## src/hw/rtl/dsmfd_pkg.sv

```systemverilog
package dsmfd_pkg;

	localparam int NUM_CHANNELS = 12;
	localparam int FRAME_BYTES  = 16;

	// Derived sizes.
	localparam int WORDS    = (FRAME_BYTES - 2) / 2;
	localparam int FIRST_LO = 3;
	localparam int LAST_LO  = 2 * WORDS + 1;
	localparam int BYTE_AW  = $clog2(FRAME_BYTES);
	localparam int BIDX_W   = $clog2(FRAME_BYTES + 1);
	localparam int CH_AW    = (NUM_CHANNELS > 1) ? $clog2(NUM_CHANNELS) : 1;

	// Register indexes of the configuration port.
	localparam logic [1:0] REG_PROTOCOL_MODE  = 2'd0;
	localparam logic [1:0] REG_GAP_TICKS      = 2'd1;
	localparam logic [1:0] REG_FAILSAFE_TICKS = 2'd2;

	// Protocol modes.
	localparam logic [1:0] MODE_DSM2   = 2'd0;
	localparam logic [1:0] MODE_DSMX10 = 2'd1;
	localparam logic [1:0] MODE_DSMX11 = 2'd2;

	// Header type codes.
	localparam logic [7:0] HDR_DSM2_A = 8'h01;
	localparam logic [7:0] HDR_DSM2_B = 8'h02;
	localparam logic [7:0] HDR_DSM2_C = 8'h12;
	localparam logic [7:0] HDR_DSMX_A = 8'hA2;
	localparam logic [7:0] HDR_DSMX_B = 8'hB2;

	localparam logic [15:0] EMPTY_SLOT = 16'hffff;

	// Result status codes.
	localparam logic [1:0] ST_ACCEPT  = 2'd0;
	localparam logic [1:0] ST_REJECT  = 2'd1;
	localparam logic [1:0] ST_TIMEOUT = 2'd2;

	// Input item kinds.
	localparam logic KIND_BYTE = 1'b0;
	localparam logic KIND_TICK = 1'b1;

	typedef struct packed {
		logic       kind;
		logic [7:0] data_byte;
	} item_t;

	typedef struct packed {
		logic [3:0]  channel_index;
		logic [10:0] channel_value;
		logic        channel_valid;
		logic [1:0]  status;
		logic        last;
	} result_t;

endpackage

```

## src/hw/rtl/dsm_receiver_frame_decoder_core.sv

```systemverilog
// Serial frame decoder for a satellite receiver byte stream.
//
// The item channel (item_valid / item_stall / item) carries either one received
// serial byte or one supervisor timer tick. A transaction completes at a clock
// edge with item_valid high and item_stall low. Results leave on the result
// channel (result_valid / result_stall / result) through one output register.
// Configuration registers are written on the cfg channel, which is always ready.
//
// A byte that does not complete a frame, and a tick that does not time out,
// leave the sequencer idle for the next item. When the last byte of a frame
// arrives, the sequencer checks the header, then walks the stored frame one
// byte per cycle through its single read port, high byte then low byte of
// each 16-bit word. It then emits NUM_CHANNELS results, one per cycle through
// the output register while result_stall is low, or a single result if the
// frame is rejected. item_stall stays high until the last result is loaded,
// also while a failsafe tick emits NUM_CHANNELS timeout results. While high,
// result_stall holds emission and the output register keeps its transaction.
// Reset clears all channels to timed out, disarms frame sync, zeroes the
// counters and loads the register defaults (mode 0, gap 4, failsafe 64).
module dsm_receiver_frame_decoder_core (
	input  logic                clk,
	input  logic                arst_n,
	input  logic                item_valid,
	output logic                item_stall,
	input  dsmfd_pkg::item_t    item,
	output logic                result_valid,
	input  logic                result_stall,
	output dsmfd_pkg::result_t  result,
	input  logic                cfg_valid,
	output logic                cfg_ready,
	input  logic [1:0]          cfg_index,
	input  logic [7:0]          cfg_data
);

	// Sequencer states.
	typedef enum logic [5:0] {
		S_IDLE = 6'b000001,
		S_HDR  = 6'b000010,
		S_HI   = 6'b000100,
		S_LO   = 6'b001000,
		S_EMIT = 6'b010000,
		S_REJ  = 6'b100000
	} state_t;

	state_t state_q;

	// Configuration registers.
	logic [1:0] mode_q;
	logic [7:0] gap_ticks_q;
	logic [7:0] failsafe_ticks_q;

	// Link supervision.
	logic [7:0] gap_q;
	logic [7:0] silence_q;
	logic       armed_q;
	logic [dsmfd_pkg::BIDX_W-1:0] byte_idx_q;

	// Frame buffer, written by the byte stream and read by the decoder.
	logic [7:0] frame_q [dsmfd_pkg::FRAME_BYTES];

	// Channel table.
	logic [10:0] chan_val_q [dsmfd_pkg::NUM_CHANNELS];
	logic        chan_ok_q  [dsmfd_pkg::NUM_CHANNELS];

	// Decoder working registers.
	logic [dsmfd_pkg::BYTE_AW-1:0] rd_ptr_q;
	logic [7:0]                    hi_q;
	logic                          res11_q;
	logic [dsmfd_pkg::CH_AW-1:0]   emit_q;
	logic [1:0]                    emit_st_q;

	// Output register.
	logic               result_valid_q;
	dsmfd_pkg::result_t result_q;

	logic        item_acc;
	logic        is_byte;
	logic        is_tick;
	logic        frame_done;
	logic        gap_hit;
	logic        silence_hit;
	logic        slot_free;
	logic [7:0]  hdr;
	logic        hdr_ok;
	logic        hdr_res11;
	logic [15:0] word;
	logic        word_skip;
	logic        word_bad;
	logic [3:0]  ch_num;
	logic        ch_hit;
	logic [10:0] word_val;
	logic        last_word;
	logic        emit_last;
	logic [10:0] emit_val;

	assign cfg_ready    = 1'b1;
	assign item_stall   = (state_q != S_IDLE);
	assign result_valid = result_valid_q;
	assign result       = result_q;

	assign item_acc    = item_valid && !item_stall;
	assign is_byte     = item_acc && (item.kind == dsmfd_pkg::KIND_BYTE);
	assign is_tick     = item_acc && (item.kind == dsmfd_pkg::KIND_TICK);
	assign frame_done  = is_byte && armed_q &&
		(byte_idx_q == dsmfd_pkg::BIDX_W'(dsmfd_pkg::FRAME_BYTES - 1));
	assign gap_hit     = (gap_q >= gap_ticks_q);
	assign silence_hit = (silence_q >= failsafe_ticks_q);
	assign slot_free   = !result_valid_q || !result_stall;

	// Header type and protocol mode set both acceptance and resolution.
	assign hdr = frame_q[1];
	always_comb begin
		hdr_ok    = 1'b0;
		hdr_res11 = 1'b0;
		if (hdr == dsmfd_pkg::HDR_DSM2_A || hdr == dsmfd_pkg::HDR_DSM2_B ||
		    hdr == dsmfd_pkg::HDR_DSM2_C) begin
			hdr_ok    = (mode_q == dsmfd_pkg::MODE_DSM2);
			hdr_res11 = hdr[4];
		end else if (hdr == dsmfd_pkg::HDR_DSMX_A || hdr == dsmfd_pkg::HDR_DSMX_B) begin
			hdr_ok    = (mode_q == dsmfd_pkg::MODE_DSMX10) ||
			            (mode_q == dsmfd_pkg::MODE_DSMX11);
			hdr_res11 = (mode_q == dsmfd_pkg::MODE_DSMX11);
		end
	end

	// Word decode: the high byte was latched in the previous cycle.
	assign word      = {hi_q, frame_q[rd_ptr_q]};
	assign word_skip = (word == dsmfd_pkg::EMPTY_SLOT);
	assign word_bad  = (rd_ptr_q != dsmfd_pkg::BYTE_AW'(dsmfd_pkg::FIRST_LO)) && word[15];
	assign ch_num    = res11_q ? word[14:11] : word[13:10];
	assign ch_hit    = ({1'b0, ch_num} < 5'(dsmfd_pkg::NUM_CHANNELS));
	assign word_val  = res11_q ? word[10:0] : {1'b0, word[9:0]};
	assign last_word = (rd_ptr_q == dsmfd_pkg::BYTE_AW'(dsmfd_pkg::LAST_LO));

	assign emit_last = (emit_q == dsmfd_pkg::CH_AW'(dsmfd_pkg::NUM_CHANNELS - 1));
	assign emit_val  = chan_ok_q[emit_q] ? chan_val_q[emit_q] : 11'd0;

	// Configuration registers. Writes beyond the register list are dropped.
	always_ff @(posedge clk or negedge arst_n) begin
		if (!arst_n) begin
			mode_q           <= dsmfd_pkg::MODE_DSM2;
			gap_ticks_q      <= 8'd4;
			failsafe_ticks_q <= 8'd64;
		end else if (cfg_valid && cfg_ready) begin
			unique case (cfg_index)
				dsmfd_pkg::REG_PROTOCOL_MODE:  mode_q           <= cfg_data[1:0];
				dsmfd_pkg::REG_GAP_TICKS:      gap_ticks_q      <= cfg_data;
				dsmfd_pkg::REG_FAILSAFE_TICKS: failsafe_ticks_q <= cfg_data;
				default: ;
			endcase
		end
	end

	// Frame buffer write side; the sequencer only reads it once the frame is full.
	always_ff @(posedge clk) begin
		if (is_byte && armed_q) begin
			frame_q[byte_idx_q[dsmfd_pkg::BYTE_AW-1:0]] <= item.data_byte;
		end
	end

	// Channel table: cleared by a failsafe tick, written by decoded words.
	always_ff @(posedge clk or negedge arst_n) begin
		if (!arst_n) begin
			for (int i = 0; i < dsmfd_pkg::NUM_CHANNELS; i++) begin
				chan_val_q[i] <= 11'd0;
				chan_ok_q[i]  <= 1'b0;
			end
		end else if (is_tick && silence_hit) begin
			for (int i = 0; i < dsmfd_pkg::NUM_CHANNELS; i++) begin
				chan_val_q[i] <= 11'd0;
				chan_ok_q[i]  <= 1'b0;
			end
		end else if (state_q == S_LO && !word_skip && !word_bad && ch_hit) begin
			chan_val_q[ch_num[dsmfd_pkg::CH_AW-1:0]] <= word_val;
			chan_ok_q[ch_num[dsmfd_pkg::CH_AW-1:0]]  <= 1'b1;
		end
	end

	// Latch the high byte of each word.
	always_ff @(posedge clk) begin
		if (state_q == S_HI) begin
			hi_q <= frame_q[rd_ptr_q];
		end
	end

	// Sequencer and link supervision.
	always_ff @(posedge clk or negedge arst_n) begin
		if (!arst_n) begin
			state_q    <= S_IDLE;
			gap_q      <= 8'd0;
			silence_q  <= 8'd0;
			armed_q    <= 1'b0;
			byte_idx_q <= '0;
			rd_ptr_q   <= '0;
			res11_q    <= 1'b0;
			emit_q     <= '0;
			emit_st_q  <= dsmfd_pkg::ST_ACCEPT;
		end else begin
			unique case (state_q)
				S_IDLE: begin
					if (is_byte) begin
						gap_q <= 8'd0;
						if (armed_q && byte_idx_q < dsmfd_pkg::BIDX_W'(dsmfd_pkg::FRAME_BYTES)) begin
							byte_idx_q <= byte_idx_q + 1'b1;
						end
						if (frame_done) begin
							armed_q <= 1'b0;
							state_q <= S_HDR;
						end
					end else if (is_tick) begin
						if (gap_hit) begin
							armed_q    <= 1'b1;
							byte_idx_q <= '0;
							gap_q      <= 8'd0;
						end else begin
							gap_q <= gap_q + 8'd1;
						end
						if (silence_hit) begin
							silence_q <= 8'd0;
							emit_q    <= '0;
							emit_st_q <= dsmfd_pkg::ST_TIMEOUT;
							state_q   <= S_EMIT;
						end else begin
							silence_q <= silence_q + 8'd1;
						end
					end
				end
				S_HDR: begin
					res11_q  <= hdr_res11;
					rd_ptr_q <= dsmfd_pkg::BYTE_AW'(2);
					state_q  <= hdr_ok ? S_HI : S_REJ;
				end
				S_HI: begin
					rd_ptr_q <= rd_ptr_q + 1'b1;
					state_q  <= S_LO;
				end
				S_LO: begin
					rd_ptr_q <= rd_ptr_q + 1'b1;
					if (!word_skip && word_bad) begin
						state_q <= S_REJ;
					end else if (last_word) begin
						silence_q <= 8'd0;
						emit_q    <= '0;
						emit_st_q <= dsmfd_pkg::ST_ACCEPT;
						state_q   <= S_EMIT;
					end else begin
						state_q <= S_HI;
					end
				end
				S_EMIT: begin
					if (slot_free) begin
						if (emit_last) begin
							emit_q  <= '0;
							state_q <= S_IDLE;
						end else begin
							emit_q <= emit_q + 1'b1;
						end
					end
				end
				S_REJ: begin
					if (slot_free) begin
						state_q <= S_IDLE;
					end
				end
				default: state_q <= S_IDLE;
			endcase
		end
	end

	// Output register: loaded when the slot is free, emptied when taken.
	always_ff @(posedge clk or negedge arst_n) begin
		if (!arst_n) begin
			result_valid_q <= 1'b0;
		end else if ((state_q == S_EMIT || state_q == S_REJ) && slot_free) begin
			result_valid_q <= 1'b1;
		end else if (!result_stall) begin
			result_valid_q <= 1'b0;
		end
	end

	always_ff @(posedge clk) begin
		if (state_q == S_EMIT && slot_free) begin
			result_q.channel_index <= 4'(emit_q);
			result_q.channel_value <= emit_val;
			result_q.channel_valid <= chan_ok_q[emit_q];
			result_q.status        <= emit_st_q;
			result_q.last          <= emit_last;
		end else if (state_q == S_REJ && slot_free) begin
			result_q.channel_index <= 4'd0;
			result_q.channel_value <= 11'd0;
			result_q.channel_valid <= 1'b0;
			result_q.status        <= dsmfd_pkg::ST_REJECT;
			result_q.last          <= 1'b1;
		end
	end

endmodule

```

## config.mk

```make
export PLATFORM = sky130hd
export DESIGN_NAME = dsm_receiver_frame_decoder_core
export DESIGN_NICKNAME = d
export VERILOG_FILES = /design/src/hw/rtl/dsmfd_pkg.sv /design/src/hw/rtl/dsm_receiver_frame_decoder_core.sv
export SDC_FILE = /design/constraint.sdc
export NUM_CORES = 1
export LEC_CHECK = 0
export ABC_AREA = 1
export BUFFER_PORTS_ARGS = -buffer_cell sky130_fd_sc_hd__buf_2
export CAP_MARGIN = 10
export CORE_MARGIN = 10
export CORE_UTILIZATION = 30
export CTS_CLUSTER_DIAMETER = 40
export CTS_CLUSTER_SIZE = 12
export DETAILED_ROUTE_END_ITERATION = 12
export HOLD_SLACK_MARGIN = 0.15
export PLACE_DENSITY = 0.51
export SETUP_SLACK_MARGIN = 0.1
export SKIP_LAST_GASP = 1
export SYNTH_ARGS = -nofsm -noshare
export SYNTH_HDL_FRONTEND = slang
export SYNTH_SLANG_ARGS = --single-unit
```

## constraint.sdc

```tcl
create_clock -name clk -period 3.65 [get_ports clk]
set_clock_uncertainty 0.2 [all_clocks]
set_input_delay 0.73 -clock clk [delete_from_list [all_inputs] [get_ports clk]]
set_output_delay 0.73 -clock clk [all_outputs]
set_load 0.03 [all_outputs]
```

==> impl_metrics.csv, run 1 <==
group,metric,value,unit
status,status,"finished clean",
cells_and_area,n_antenna_cell,0,
global_routing,grt_pass1_wl,69.5,mm
floorplanning,fp.coreArea,54900,um^2
cts,clockRootBuffer,"clkbuf_16",
route,wl_per_cell,16.9,um
cells_and_area,fillers,5562,
power,power_density,620,nW/um^2
route,drc_errors,0,
floorplanning,die_x,255,um
sta,finalHoldViolCount,0,
floorplanning,die_area,65000,um^2
sta,tightest_slew,0.803,ns
logic_synthesis,yosysTopAreaCellShare,29.9,%
logic_synthesis,ys_ff_latch,356,
sta,fin_crit,3.12,ns
sta,rsz0062_at_grt,"false",
logic_synthesis,seq_area_frac_synth,58.5,%
worst_setup_path,critical_path_required,3.93,ns
logic_synthesis,synth_cells,1785,
power,leakage,0.00844,uW
worst_setup_path,startpoint_type,"flop",
cells_and_area,nets,1874,
floorplanning,start_util,30.2,%
logic_synthesis,syn-num-nets,1836,
global_routing,antenna_found_initial,0,
logic_synthesis,synthesis.area,16600,um^2
cts,clk_path_buf_depth,3,
logic_synthesis,synth_area_leader_cell,"dfrtp_1",
placed_design,dp_hpwl,27.0,mm
logic_synthesis,async_flop_share,56.5,%
placed_design,portBuffers,44,
worst_setup_path,crit_arrival,3.39,ns
floorplanning,rows,86,
cells_and_area,fin_area,19600,um^2
route,viasPerCell,4.81,
sta,finalMaxSlewViolations,0,
logic_synthesis,synth.most_common_cell,"nand2_1",
cts,cts_hold_buf,2,
worst_setup_path,rrSetupSlack,0.53,ns
sta,fin_tns_setup,0,ns
logic_synthesis,yosysUniqueCellTypes,45,
cts,cts_setup_buffers,0,
worst_setup_path,r2r-start,"failsafe_ticks_q[6]$_DFFE_PN1P_",
hold_path,holdPathEnd,"gap_ticks_q[2]$_DFFE_PN1P_",
route,drt-pass1-iter-count,5,
logic_synthesis,ys_warn_count,0,
global_routing,overflow,0,
global_routing,grt_usage,13.5,%
sta,slew_headroom,46.5,%
logic_synthesis,avgSynthCellArea,9.28,um^2
cts,path_clk_slew,0.05,ns
route,drt-initial-drc-count,987,
hold_path,holdPathStages,3,
logic_synthesis,synthTopCellsByArea,"dfrtp_1 30%, edfxtp_1 28%, nand2_1 7.3%",
sta,finalSetupViolCount,0,
cells_and_area,syn2layout_area_growth,18.3,%
sta,fmax,321,MHz
worst_setup_path,cp_max_fo,80,
floorplanning,ios,46,
cts,cts_tree,"done",
cts,worstSkewPairLatency,0.61,ns
cells_and_area,drive_above_1_share,11.5,%
route,vias,12392,
cts,cts_buffers,57,
worst_setup_path,critical_path_class,"flop to flop",
hold_path,hold_start,"cfg_data[2]",
global_routing,grt_max_degree,89,
worst_setup_path,worstRegToRegCells,10,
logic_synthesis,synth_commonest_cells,"322 x nand2_1, 216 x inv_1, 198 x dfrtp_1, 187 x o21ai_0, 171 x nand3_1",
logic_synthesis,ys.flop_type,"dfrtp_1",
route,ant_nets,0,
cts,htreeDepth,2,
route,drt-total-wl,43.4,mm
worst_setup_path,r2r-end,"chan_val_q[44]$_DFFE_PN0P_",
global_routing,grt_pass1_vias,12061,
logic_synthesis,synth_edf_count,155,
cts,clock_sinks,356,
hold_path,worstHoldPathType,"input pin to flop",
sta,fin_crit_sh,85.4,%
floorplanning,die_h,255,um
placed_design,gp_congestion,0.803,
worst_setup_path,worst_setup_path_end_kind,"flop",
flow_run,cap_viol_max_count,0,
power,max-vdd-ir-drop,0.418,mV
placed_design,placed_cell_area,17400,um^2
cts,ctsResizeCount,0,
[logic make-up after synthesis]
logic type,share of synthesized area (%)
and+or+nand+nor,17.7
AOI/OAI and AO/OA,12.4
DFF,58.5
buffers and inverters,8.58
adders and majority gates,2.04
xor gates and xnor gates,0.740
other,0.0226
[worst max path at each step]
stage                                       to  depth (start not counted)  slack (ns)                       startpoint
floorplan             frame_q[15][0]$_DFFE_PP_                         11        0.89           state_q[4]$_DFFE_PN0P_
global placement       frame_q[2][3]$_DFFE_PP_                         11        0.59           state_q[4]$_DFFE_PN0P_
detailed placement  chan_val_q[51]$_DFFE_PN0P_                         10        0.53  failsafe_ticks_q[6]$_DFFE_PN1P_
CTS                    frame_q[2][3]$_DFFE_PP_                         11        0.53           state_q[4]$_DFFE_PN0P_
global route           frame_q[2][3]$_DFFE_PP_                         11        0.25           state_q[4]$_DFFE_PN0P_
finish              chan_val_q[44]$_DFFE_PN0P_                         10        0.53  failsafe_ticks_q[6]$_DFFE_PN1P_
[area by class of cell]
cell class	instances	area, um^2	share of cell area [%]
clock buffers	69	1550	7.89
clock inverters	38	573	2.93
inverters	228	861	4.40
multi-input cells	1096	5470	27.9
flip-flops and latches	356	9690	49.5
well taps	704	881	4.50
repair buffers	84	559	2.86
[report_power, final]
group | leakage [uW] | switching [uW] | internal [uW] | total [uW]
Clock | 0.00102 | 2070 | 3840 | 5910
Combinational | 0.00327 | 1220 | 540 | 1760
Sequential | 0.00415 | 119 | 4350 | 4470
Total | 0.00844 | 3410 | 8730 | 12100
[worst max-delay path, stage by stage, from the launching register on]
cell       delay [ns]
dfstp_2          0.53
inv_1            0.04
ha_1             0.26
nand2_1          0.06
nor2_1           0.15
nand4_1          0.09
o2111ai_1        0.22
nand3_4          0.45
buf_12           0.37
nand2_1          0.40
o22ai_1          0.13
[routing by layer]
metal / global-route usage [%] / routed length, um / up-vias
met5: 0 / 0 / -
met4: 4.66 / 1130 / 0
met3: 2.30 / 2070 / 79
met2: 20.9 / 19700 / 273
met1: 18.7 / 20500 / 5946
li1: - / - / 6094
[flip-flops by register name, indices dropped and copies added, names as in the netlist]
name              cells
gap_ticks_q           8
result               19
chan_ok_q            12
res11_q               1
rd_ptr_q              4
hi_q                  8
silence_q             8
failsafe_ticks_q      8
frame_q             128
emit_q                4
state_q               6
result_valid          1
chan_val_q          132
armed_q               1
byte_idx_q            5
emit_st_q             1
gap_q                 8
mode_q                2
[placed cells by master (no fill, tap or decap), types with 52 or more instances in the layout]
master     netlist  final
o22ai_1         52     52
nand2_1        322    322
dfrtp_1        198    195
a21oi_1         60     60
clkbuf_16        0     60
nor2_1         132    131
inv_1          216    216
nand3_1        171    170
edfxtp_1       155    155
o21ai_0        187    187
[per-stage QoR]
step | utilization [%] | hold WS, ns | setup WS [ns] | cells | total power (uW)
floorplan | - | 0.234 | 0.888 | 1785 | 5760
detailed placement | 31.8 | 0.264 | 0.535 | 2466 | 6310
finish | 35.7 | 0.188 | 0.534 | 2575 | 12100
CTS | 35.7 | 0.157 | 0.530 | 2575 | 12300
global placement | 31.8 | 0.272 | 0.592 | 2466 | 6300
global route | 35.7 | 0.185 | 0.252 | 2575 | 12700
No activity file was read; power rests on OpenSTA's default activity.
==> inputs of run 2 (changes only) <==
--- a/config.mk
+++ b/config.mk
@@ -10,6 +10,7 @@
 export CAP_MARGIN = 10
 export CORE_MARGIN = 10
 export CORE_UTILIZATION = 30
+export CTS_BUF_LIST = sky130_fd_sc_hd__clkbuf_2 sky130_fd_sc_hd__clkbuf_4 sky130_fd_sc_hd__clkbuf_8
 export CTS_CLUSTER_DIAMETER = 40
 export CTS_CLUSTER_SIZE = 12
 export DETAILED_ROUTE_END_ITERATION = 12
==> impl_metrics.csv, run 2 (synthesis gave the netlist of run 1 again) <==
group,metric,value,unit
worst_setup_path,critical_path.max_stage_delay,0.53,ns
cts,cts_tree,"done",
status,status,"finished clean",
worst_setup_path,cp_max_fo,80,
cts,cts_buffers,57,
worst_setup_path,startpoint_type,"flop",
route,ant_nets,0,
sta,fin_crit,3.12,ns
floorplanning,start_util,30.2,%
cts,cts_setup_buffers,0,
global_routing,grt_pass1_vias,12026,
placed_design,dp_hpwl,27.0,mm
floorplanning,rows,86,
route,vias,12429,
worst_setup_path,crit_family,"simple AND/OR/NAND/NOR gates",
sta,rsz0062_at_grt,"false",
worst_setup_path,crit_top_cell,"nand2_1",
cells_and_area,fin_util,34.7,%
route,drt-total-wl,43.6,mm
global_routing,grt_max_degree,89,
worst_setup_path,worst_setup_path_end_kind,"flop",
worst_setup_path,critical_path.slowest_cell,"dfstp_2",
global_routing,grt_usage,13.5,%
hold_path,worstHoldPathType,"input pin to flop",
cts,path_clk_slew,0.07,ns
sta,slew_headroom,46.9,%
cts,cts_hold_buf,9,
worst_setup_path,crit_arrival,3.46,ns
cts,clk_path_buf_depth,3,
power,power.total,10700,uW
sta,fin_tns_setup,0,ns
cts,clock_sinks,356,
cells_and_area,final_cell_mix,"322 x nand2_1, 216 x inv_1, 195 x dfrtp_1",
worst_setup_path,critPathBufInv,2,
cells_and_area,nets,1881,
floorplanning,ios,46,
sta,finalMaxSlewViolations,0,
cts,htreeDepth,2,
sta,finalSetupViolCount,0,
global_routing,grt_pass1_wl,69.5,mm
floorplanning,fp.coreArea,54900,um^2
cells_and_area,top_register,"chan_val_q",
route,viasPerCell,4.81,
route,wl_per_cell,16.9,um
placed_design,gp_congestion,0.803,
worst_setup_path,critical_path_required,3.99,ns
floorplanning,die_area,65000,um^2
cts,worstSkewPairLatency,0.68,ns
placed_design,dp_cells,2466,
power,leakage,0.00820,uW
sta,fmax,321,MHz
cells_and_area,instances_no_fill,2583,
sta,finalHoldViolCount,0,
cells_and_area,largest_register_ffs,132,
placed_design,portBuffers,44,
power,max-vdd-ir-drop,0.317,mV
cells_and_area,layout.cells.most_common,"nand2_1",
cells_and_area,drive_above_1_share,11.9,%
route,drt-pass1-iter-count,5,
global_routing,antenna_found_initial,1,
sta,fin_crit_sh,85.5,%
route,drt-initial-drc-count,975,
flow_run,cap_viol_max_count,0,
power,power_density,562,nW/um^2
cells_and_area,syn2layout_area_growth,14.9,%
floorplanning,die_h,255,um
sta,tightest_slew,0.797,ns
cts,clockRootBuffer,"clkbuf_8",
worst_setup_path,critical_path_class,"flop to flop",
cells_and_area,fin_area,19000,um^2
cts,ctsResizeCount,0,
placed_design,placed_cell_area,17400,um^2
worst_setup_path,path_cells,"inv_1, ha_1, nand2_1, nor2_1, nand4_1, o2111ai_1, nand3_4, buf_12, nand2_1, o22ai_1",
floorplanning,die_x,255,um
global_routing,overflow,0,
route,drc_errors,0,
[run 2: power breakdown]
group / total (uW) / internal, uW / switching (uW) / leakage [uW]
combinational: 1770 / 544 / 1230 / 0.00330
clock: 4460 / 2630 / 1830 / 0.000745
sequential: 4470 / 4350 / 119 / 0.00415
total: 10700 / 7520 / 3180 / 0.00820
[run 2: through the flow]
stage	hold slack, ns	setup slack [ns]
after floorplan	0.234	0.888
after global placement	0.272	0.592
after detailed placement	0.264	0.535
after CTS	0.153	0.520
after global routing	0.196	0.244
final	0.185	0.530
[run 2: layout make-up]
| cell class | instances | area (um^2) |
|---|---|---|
| Inverter | 228 | 861 |
| Tap cell | 704 | 881 |
| Timing Repair Buffer | 91 | 629 |
| Antenna cell | 1 | 2.50 |
| Multi-Input combinational cell | 1096 | 5470 |
| Clock inverter | 41 | 633 |
| Fill cell | 5643 | 35800 |
| Clock buffer | 66 | 858 |
| Sequential cell | 356 | 9690 |
[run 2: worst paths after layout]
| check | start | to | slack, ns | cells past startpoint |
|---|---|---|---|---|
| max reg2reg | failsafe_ticks_q[6]$_DFFE_PN1P_ | chan_val_q[44]$_DFFE_PN0P_ | 0.53 | 10 |
| max | failsafe_ticks_q[6]$_DFFE_PN1P_ | chan_val_q[44]$_DFFE_PN0P_ | 0.53 | 10 |
| min | result_stall | result_valid$_DFFE_PN0P_ | 0.19 | 3 |
| max in group asynchronous | arst_n | chan_val_q[17]$_DFFE_PN0P_ | 1.87 | 3 |
| min in group asynchronous | arst_n | emit_st_q[1]$_DFFE_PN0P_ | 0.47 | 2 |
| min reg2reg | emit_st_q[1]$_DFFE_PN0P_ | emit_st_q[1]$_DFFE_PN0P_ | 0.29 | 2 |
[run 2: tightest hold or removal path, stage by stage]
cell	delay (ns)
buf_2	0.08
nand2_1	0.10
nand2_1	0.11
[run 2: per-layer routing]
layer  global-route usage, %  routed length, um
met1                    18.7              20700
met2                    20.9              19800
met3                    2.17               1900
met4                    4.98               1180
met5                       0                  0
